===== src/rtl/bsfb_pkg.sv =====
`timescale 1ns / 1ps
`default_nettype none
// ----------------------------------------------------------------------------
// bsfb_pkg
// Shared constants, command word type and stuffing helpers for the
// byte-stuffing frame builder.
// ----------------------------------------------------------------------------
package bsfb_pkg;

	localparam logic [7:0] FLAG_BYTE     = 8'h7E;
	localparam logic [7:0] ESC_BYTE      = 8'h7F;
	localparam logic [7:0] ESC_FLAG      = 8'h80;
	localparam logic [7:0] ESC_ESC       = 8'h81;
	localparam logic [7:0] TARGET_RESET  = 8'h55;

	// One classified input word, as handed from front to back.
	typedef struct packed {
		logic       open;      // emit opening flag first
		logic       has_data;  // emit stuffed payload byte
		logic [7:0] data;
		logic       close;     // emit stuffed checksum and closing flag
		logic [7:0] chk;
	} cmd_t;

	function automatic logic needs_esc(input logic [7:0] b);
		return (b == FLAG_BYTE) || (b == ESC_BYTE);
	endfunction

	function automatic logic [7:0] esc_code(input logic [7:0] b);
		return (b == FLAG_BYTE) ? ESC_FLAG : ESC_ESC;
	endfunction

endpackage
`default_nettype wire


===== src/rtl/bsfb_front.sv =====
`timescale 1ns / 1ps
`default_nettype none
// ----------------------------------------------------------------------------
// bsfb_front
// Accepts input words, tracks frame state and running sum, and turns each
// word into a command for the back end.
// ----------------------------------------------------------------------------
module bsfb_front
	import bsfb_pkg::*;
(
	input  wire logic       clk,
	input  wire logic       arst_n,
	input  wire logic       cfg_we,
	input  wire logic [7:0] cfg_wdata,
	input  wire logic       in_valid,
	output logic            in_ready,
	input  wire logic [7:0] payload_byte,
	input  wire logic       final_byte,
	input  wire logic       empty_frame,
	input  wire logic       q_full,
	output logic            q_push,
	output cmd_t            q_wdata
);

	logic       inside_q;
	logic [7:0] sum_q;
	logic [7:0] target_q;

	logic [7:0] base_sum;
	logic [7:0] sum_new;
	logic       close;

	assign in_ready = !q_full;
	assign q_push   = in_valid && !q_full;

	always_comb begin
		base_sum = inside_q ? sum_q : 8'h00;
		sum_new  = empty_frame ? base_sum : 8'(base_sum + payload_byte);
		close    = empty_frame || final_byte;

		q_wdata.open     = !inside_q;
		q_wdata.has_data = !empty_frame;
		q_wdata.data     = payload_byte;
		q_wdata.close    = close;
		q_wdata.chk      = 8'(target_q - sum_new);
	end

	always_ff @(posedge clk or negedge arst_n) begin
		if (!arst_n) begin
			inside_q <= 1'b0;
			sum_q    <= 8'h00;
			target_q <= TARGET_RESET;
		end else begin
			if (cfg_we) begin
				target_q <= cfg_wdata;
			end
			if (q_push) begin
				inside_q <= !close;
				sum_q    <= close ? 8'h00 : sum_new;
			end
		end
	end

endmodule
`default_nettype wire


===== src/rtl/bsfb_queue.sv =====
`timescale 1ns / 1ps
`default_nettype none
// ----------------------------------------------------------------------------
// bsfb_queue
// Small command FIFO between front and back.
// ----------------------------------------------------------------------------
module bsfb_queue
	import bsfb_pkg::*;
#(
	parameter int DEPTH = 2
) (
	input  wire logic clk,
	input  wire logic arst_n,
	input  wire logic push,
	input  wire cmd_t wdata,
	output logic      full,
	input  wire logic pop,
	output logic      rvalid,
	output cmd_t      rdata
);

	localparam int PW = (DEPTH > 1) ? $clog2(DEPTH) : 1;
	localparam int CW = $clog2(DEPTH + 1);

	cmd_t          mem_q [DEPTH];
	logic [PW-1:0] wr_ptr_q;
	logic [PW-1:0] rd_ptr_q;
	logic [CW-1:0] count_q;

	function automatic logic [PW-1:0] ptr_next(input logic [PW-1:0] p);
		return (p == PW'(DEPTH - 1)) ? '0 : PW'(p + 1'b1);
	endfunction

	assign full   = (count_q == CW'(DEPTH));
	assign rvalid = (count_q != '0);
	assign rdata  = mem_q[rd_ptr_q];

	always_ff @(posedge clk) begin
		if (push) begin
			mem_q[wr_ptr_q] <= wdata;
		end
	end

	always_ff @(posedge clk or negedge arst_n) begin
		if (!arst_n) begin
			wr_ptr_q <= '0;
			rd_ptr_q <= '0;
			count_q  <= '0;
		end else begin
			if (push) begin
				wr_ptr_q <= ptr_next(wr_ptr_q);
			end
			if (pop) begin
				rd_ptr_q <= ptr_next(rd_ptr_q);
			end
			case ({push, pop})
				2'b10:   count_q <= CW'(count_q + 1'b1);
				2'b01:   count_q <= CW'(count_q - 1'b1);
				default: count_q <= count_q;
			endcase
		end
	end

endmodule
`default_nettype wire


===== src/rtl/bsfb_back.sv =====
`timescale 1ns / 1ps
`default_nettype none
// ----------------------------------------------------------------------------
// bsfb_back
// Expands one command into its frame bytes, one byte per cycle while the
// output is not stalled, into a registered output stage.
// ----------------------------------------------------------------------------
module bsfb_back
	import bsfb_pkg::*;
(
	input  wire logic       clk,
	input  wire logic       arst_n,
	input  wire logic       q_valid,
	input  wire cmd_t       q_rdata,
	output logic            q_pop,
	output logic            out_valid,
	input  wire logic       out_ready,
	output logic [7:0]      frame_byte,
	output logic            run_last,
	output logic            frame_closed
);

	// pending work for the command in hand
	logic       open_q, esc_q, data_q, chk_q, close_q;
	logic [7:0] esc_byte_q, data_byte_q, chk_byte_q;

	logic       out_valid_q;
	logic [7:0] frame_byte_q;
	logic       run_last_q, frame_closed_q;

	logic       busy, emit, last;
	logic       n_open, n_esc, n_data, n_chk, n_close;
	logic [7:0] n_esc_byte, e_byte;
	logic       e_closed;

	assign busy = open_q || esc_q || data_q || chk_q || close_q;
	assign emit = busy && (!out_valid_q || out_ready);

	// pick the next byte in frame order
	always_comb begin
		n_open     = open_q;
		n_esc      = esc_q;
		n_data     = data_q;
		n_chk      = chk_q;
		n_close    = close_q;
		n_esc_byte = esc_byte_q;
		e_byte     = FLAG_BYTE;
		e_closed   = 1'b0;
		if (open_q) begin
			n_open = 1'b0;
		end else if (esc_q) begin
			e_byte = esc_byte_q;
			n_esc  = 1'b0;
		end else if (data_q) begin
			n_data = 1'b0;
			if (needs_esc(data_byte_q)) begin
				e_byte     = ESC_BYTE;
				n_esc      = 1'b1;
				n_esc_byte = esc_code(data_byte_q);
			end else begin
				e_byte = data_byte_q;
			end
		end else if (chk_q) begin
			n_chk = 1'b0;
			if (needs_esc(chk_byte_q)) begin
				e_byte     = ESC_BYTE;
				n_esc      = 1'b1;
				n_esc_byte = esc_code(chk_byte_q);
			end else begin
				e_byte = chk_byte_q;
			end
		end else begin
			n_close  = 1'b0;
			e_closed = 1'b1;
		end
		last = !(n_open || n_esc || n_data || n_chk || n_close);
	end

	assign q_pop = q_valid && (!busy || (emit && last));

	always_ff @(posedge clk or negedge arst_n) begin
		if (!arst_n) begin
			open_q      <= 1'b0;
			esc_q       <= 1'b0;
			data_q      <= 1'b0;
			chk_q       <= 1'b0;
			close_q     <= 1'b0;
			out_valid_q <= 1'b0;
		end else begin
			if (q_pop) begin
				open_q  <= q_rdata.open;
				esc_q   <= 1'b0;
				data_q  <= q_rdata.has_data;
				chk_q   <= q_rdata.close;
				close_q <= q_rdata.close;
			end else if (emit) begin
				open_q  <= n_open;
				esc_q   <= n_esc;
				data_q  <= n_data;
				chk_q   <= n_chk;
				close_q <= n_close;
			end
			if (emit) begin
				out_valid_q <= 1'b1;
			end else if (out_ready) begin
				out_valid_q <= 1'b0;
			end
		end
	end

	always_ff @(posedge clk) begin
		if (q_pop) begin
			data_byte_q <= q_rdata.data;
			chk_byte_q  <= q_rdata.chk;
		end
		if (emit) begin
			esc_byte_q     <= n_esc_byte;
			frame_byte_q   <= e_byte;
			run_last_q     <= last;
			frame_closed_q <= e_closed;
		end
	end

	assign out_valid    = out_valid_q;
	assign frame_byte   = frame_byte_q;
	assign run_last     = run_last_q;
	assign frame_closed = frame_closed_q;

endmodule
`default_nettype wire


===== src/rtl/byte_stuff_frame_builder.sv =====
`timescale 1ns / 1ps
`default_nettype none
// ----------------------------------------------------------------------------
// byte_stuff_frame_builder
// Byte-stuffing framer with additive checksum: opening flag, stuffed payload,
// stuffed checksum and closing flag.
//
//   channel | handshake              | payload
//   --------+------------------------+------------------------------------
//   input   | in_valid / in_ready    | payload_byte, final_byte, empty_frame
//   output  | out_valid / out_ready  | frame_byte, run_last, frame_closed
//   config  | cfg_we                 | cfg_wdata (checksum_target)
//
// The back end sends one frame byte per cycle while the output is not stalled;
// a word makes 1 to 6 bytes, so a plain mid-frame byte moves every cycle.
// Each word passes the command queue, back end state and output register.
// The command queue (QUEUE_DEPTH words) lets the front keep accepting while
// the output is stalled. Reset clears frame state and sets the target to 0x55.
// ----------------------------------------------------------------------------
module byte_stuff_frame_builder
	import bsfb_pkg::*;
#(
	parameter int QUEUE_DEPTH = 2
) (
	input  wire logic       clk,
	input  wire logic       arst_n,
	input  wire logic       cfg_we,
	input  wire logic [7:0] cfg_wdata,
	input  wire logic       in_valid,
	output logic            in_ready,
	input  wire logic [7:0] payload_byte,
	input  wire logic       final_byte,
	input  wire logic       empty_frame,
	output logic            out_valid,
	input  wire logic       out_ready,
	output logic [7:0]      frame_byte,
	output logic            run_last,
	output logic            frame_closed
);

	logic q_push, q_full, q_pop, q_valid;
	cmd_t q_wdata, q_rdata;

	bsfb_front u_front (
		.clk          (clk),
		.arst_n       (arst_n),
		.cfg_we       (cfg_we),
		.cfg_wdata    (cfg_wdata),
		.in_valid     (in_valid),
		.in_ready     (in_ready),
		.payload_byte (payload_byte),
		.final_byte   (final_byte),
		.empty_frame  (empty_frame),
		.q_full       (q_full),
		.q_push       (q_push),
		.q_wdata      (q_wdata)
	);

	bsfb_queue #(
		.DEPTH (QUEUE_DEPTH)
	) u_queue (
		.clk    (clk),
		.arst_n (arst_n),
		.push   (q_push),
		.wdata  (q_wdata),
		.full   (q_full),
		.pop    (q_pop),
		.rvalid (q_valid),
		.rdata  (q_rdata)
	);

	bsfb_back u_back (
		.clk          (clk),
		.arst_n       (arst_n),
		.q_valid      (q_valid),
		.q_rdata      (q_rdata),
		.q_pop        (q_pop),
		.out_valid    (out_valid),
		.out_ready    (out_ready),
		.frame_byte   (frame_byte),
		.run_last     (run_last),
		.frame_closed (frame_closed)
	);

	// closing flag always ends the run of its word
	a_close_is_last: assert property (@(posedge clk) disable iff (!arst_n)
		out_valid && frame_closed |-> run_last && (frame_byte == FLAG_BYTE))
		else $error("closing flag not last or not 0x7E");

	// a pushed word is still queued on the next cycle
	a_push_visible: assert property (@(posedge clk) disable iff (!arst_n)
		q_push |=> q_valid)
		else $error("queue lost a word");

	// no pop from an empty queue, no push into a full one
	a_queue_bounds: assert property (@(posedge clk) disable iff (!arst_n)
		!(q_pop && !q_valid) && !(q_push && q_full))
		else $error("queue overrun or underrun");

endmodule
`default_nettype wire


===== config.mk =====
export PLATFORM = sky130hd
export DESIGN_NAME = byte_stuff_frame_builder
export DESIGN_NICKNAME = d
export VERILOG_FILES = /design/src/rtl/bsfb_pkg.sv /design/src/rtl/bsfb_front.sv /design/src/rtl/bsfb_queue.sv /design/src/rtl/bsfb_back.sv /design/src/rtl/byte_stuff_frame_builder.sv
export SDC_FILE = /design/constraint.sdc
export NUM_CORES = 1
export LEC_CHECK = 0
export ABC_AREA = 1
export BUFFER_PORTS_ARGS = -buffer_cell sky130_fd_sc_hd__buf_2
export CAP_MARGIN = 40
export CORE_ASPECT_RATIO = 1.4
export CORE_UTILIZATION = 55
export CTS_CLUSTER_SIZE = 25
export DETAILED_ROUTE_END_ITERATION = 10
export PLACE_DENSITY = 0.74
export SYNTH_ARGS = -nofsm -noshare
export SYNTH_HDL_FRONTEND = slang
export SYNTH_SLANG_ARGS = --single-unit

===== constraint.sdc =====
create_clock -name clk -period 3.9 [get_ports clk]
set_input_delay 0.39 -clock clk [delete_from_list [all_inputs] [get_ports clk]]
set_output_delay 0.39 -clock clk [all_outputs]
set_load 0.02 [all_outputs]

==> impl_metrics.py <==
metrics = {
    "timing": {
        "max_freq_ghz": 0.311,
        "min_period_ns": 3.21,
        "setup_violations": 0,
        "worst_slack_ns": 0.685,
        "finalHoldViolCount": 0,
        "rsz0062_at_grt": "false",
        "slew_violations": 0,
        "finalClockSkew_ns": 0.00943,
        "tightest_slew_ns": 0.676,
        "setup_tns_ns": 0,
        "fin_crit_sh_pct": 82.4,
        "max-slew-margin-rel_pct": 54.9,
    },
    "worst_setup_path": {
        "endpoint_kind": "flop",
        "r2r-end": "u_queue.mem_q[1][7]",
        "crit_required_ns": 4.01,
        "rr_worst_depth": 18,
        "cp.arrival_ns": 3.32,
        "path_max_fanout": 9,
        "cp-start-kind": "flop",
        "crit_type": "reg -> reg",
        "crit-reg2reg-launch": "u_front.inside_q",
        "r2r_slack_ns": 0.69,
    },
    "detailed_routing": {
        "antenna_left": 0,
        "drtIter0Drc": 143,
        "vias": 3021,
        "wl_um": 7970,
        "route.detailed.drc": 0,
        "post_drt_wl_per_cell_um": 13.9,
        "dr.pass1.iters": 4,
        "vias_per_cell": 5.26,
    },
    "global_routing": {
        "grt_pass1_vias": 3015,
        "overflow": 0,
        "grt_use_total_pct": 21.8,
        "grt_max_degree": 28,
        "grt_pass1_wl_um": 13700,
        "antenna_found_initial": 0,
    },
    "cells_and_area": {
        "num_antenna_cells": 0,
        "nFillCells": 654,
        "drive_above_1_share_pct": 15.0,
        "area_growth_pct": 10.0,
        "stdcell_count": 574,
        "fin_nets": 509,
    },
    "synthesis": {
        "synthArstFlopShare_pct": 29.3,
        "synth_seq_cells": 92,
        "syn_area_per_cell_um2": 10.2,
        "synth_cell_types": 36,
        "synth_nets": 471,
        "synth_top_area_share_pct": 44.4,
        "netlist_area_um2": 4400,
        "synth_area_leaders": "edfxtp_1 44%, dfrtp_1 13%, nand2_1 11%",
        "yosysWarningCount": 0,
        "ys_seq_area_share_pct": 59.9,
        "synth_cells": 431,
        "yosysTopAreaCell": "edfxtp_1",
        "synth_ff_type": "edfxtp_1",
        "synth_edf_count": 65,
    },
    "die": {
        "rows": 38,
        "die_h_um": 108,
        "die_w_um": 77.6,
        "top_level_ports": 35,
        "core_area_um2": 7750,
        "die_area_um2": 8360,
        "start_util_pct": 56.7,
    },
    "place": {
        "dp_slack_ns": 0.743,
        "post-dp-hpwl_um": 6030,
        "dpl.cell_count": 558,
        "port_buffers": 34,
        "place_congestion": 0.923,
    },
    "power": {
        "p_leak_nw": 2.24,
        "ir_drop_uv": 292,
        "power_density_nw_per_um2": 716,
    },
    "clock_network": {
        "clock_sinks": 92,
        "path_clk_slew_ns": 0.09,
        "ctsResizeCount": 0,
        "cts_buffers": 9,
        "htree_num_levels": 3,
        "cts_max_path_buffers": 2,
        "cts_hold_buf": 0,
        "cts_tree": "built",
        "root_buffer": "clkbuf_8",
        "clock_latency_ns": 0.35,
        "cts_setup_buffers": 0,
    },
    "job": {
        "drv_cap": 0,
    },
    "run_status": {
        "status": "finished, final reports clean",
    },
    "min_path": {
        "hold_class": "in -> async",
    },
}
[metal layers]
metal | vias up | share of wire, % | GRT usage, %
met4 | 0 | 3.3 | 12.4
met5 | - | 0 | 0
met1 | 1399 | 40 | 23.4
li1 | 1518 | - | -
met3 | 21 | 3.0 | 4.83
met2 | 83 | 54 | 39.3
[state kept, by name (all words and copies together), names as in the netlist]
register	count
u_back.chk_byte_q	8
u_back.chk_q	1
u_back.close_q	1
u_back.data_byte_q	8
u_back.data_q	1
u_back.esc_byte_q	1
u_back.esc_q	1
u_back.frame_byte	8
u_back.frame_closed	1
u_back.open_q	1
u_back.out_valid	1
u_back.run_last	1
u_front.inside_q	1
u_front.sum_q	8
u_front.target_q	8
u_queue.count_q	2
u_queue.mem_q	38
u_queue.rd_ptr_q	1
u_queue.wr_ptr_q	1
[cell type report]
| type | instances | area, µm² | area share (%) |
|---|---|---|---|
| clock inverters | 4 | 23.8 | 0.491 |
| well taps | 100 | 125 | 2.59 |
| repair buffers | 37 | 193 | 3.98 |
| inverters | 53 | 201 | 4.16 |
| multi-input cells | 276 | 1510 | 31.2 |
| flip-flops and latches | 92 | 2630 | 54.4 |
| clock buffers | 12 | 155 | 3.21 |
[through the flow]
stage	utilization [%]	power, mW	hold WS [ns]	cell area (µm²)
2_1_floorplan	-	2.61	0.0944	4400
3_3_place_gp	60.1	2.86	0.469	4660
3_5_place_dp	60.1	2.92	0.476	4660
4_1_cts	62.4	3.50	0.0786	4840
5_1_grt	62.4	3.72	0.109	4840
6_report	62.4	3.46	0.0554	4840
[kinds of logic after synthesis]
family | Yosys count | share of synthesized area (%)
AO/OA/AOI/OAI | 57 | 7.29
XOR/XNOR | 12 | 2.39
adder cells (fa/ha/maj) | 17 | 5.18
buffers and inverters | 63 | 5.83
flip-flops | 92 | 59.9
multiplexers | 6 | 1.54
AND/OR/NAND/NOR | 184 | 17.9
[cell usage in the layout (no fill, tap or decap), types with 2 or more instances in the layout]
cell      synthesis  layout
dfrtp_1          23      23
buf_4             0       3
inv_1            52      52
buf_2             2      34
nor2_1           17      17
o211ai_1          4       4
xor2_1            7       7
ha_1             15      15
o22ai_1           6       6
fa_1              2       2
dfstp_2           4       4
nand3_2           2       2
nand2_1         134     134
nand3_1          18      18
xnor2_1           5       5
a21oi_1          13      13
mux2_2            6       6
nand2_4           2       2
nand4_1           4       4
clkinv_2          0       3
o21ai_0          28      28
clkbuf_8          0      11
edfxtp_1         65      65
[where the power goes]
part	leakage, nW	total (mW)	internal [mW]	switching (mW)
Sequential	0.937	1.69	1.52	0.162
Combinational	1.20	1.20	0.394	0.807
Clock	0.0961	0.577	0.265	0.312
[worst max-delay path: stages, from the launching register on]
cell and delay [ns]:
dfrtp_1 0.48, nand2_1 0.12, inv_1 0.05, ha_1 0.21, fa_1 0.44, a21oi_1 0.14, o21ai_0 0.10, xor2_1 0.15
o21ai_0 0.20, inv_1 0.09, ha_1 0.37, a21oi_1 0.08, o21a_1 0.19, nand2_1 0.07, nand2_1 0.05, nand2_1 0.07
inv_1 0.04, nand2_1 0.05, nand2_1 0.07
[synthesized netlist by cell type, types with 2 or more instances]
library cell,instances
buf_6,2
o21ai_0,28
xnor2_1,5
buf_2,2
xor2_1,7
nand2_4,2
nor2_1,17
dfstp_2,4
o211ai_1,4
edfxtp_1,65
mux2_2,6
fa_1,2
nand3_2,2
dfrtp_1,23
clkbuf_1,6
inv_1,52
nand4_1,4
o22ai_1,6
nand3_1,18
ha_1,15
nand2_1,134
a21oi_1,13
[how the worst max path moves through the flow]
stage | start | endpoint | depth (start not counted)
final | u_front.inside_q | u_queue.mem_q[1][7] | 18
after global routing | u_front.inside_q | u_queue.mem_q[0][7] | 18
after CTS | u_front.inside_q | u_queue.mem_q[1][7] | 18
after detailed placement | u_front.inside_q | u_queue.mem_q[1][7] | 18
after global placement | u_front.inside_q | u_queue.mem_q[0][7] | 18
after floorplan | u_front.inside_q | u_queue.mem_q[0][7] | 19
Power figures use the tool's default switching activity.
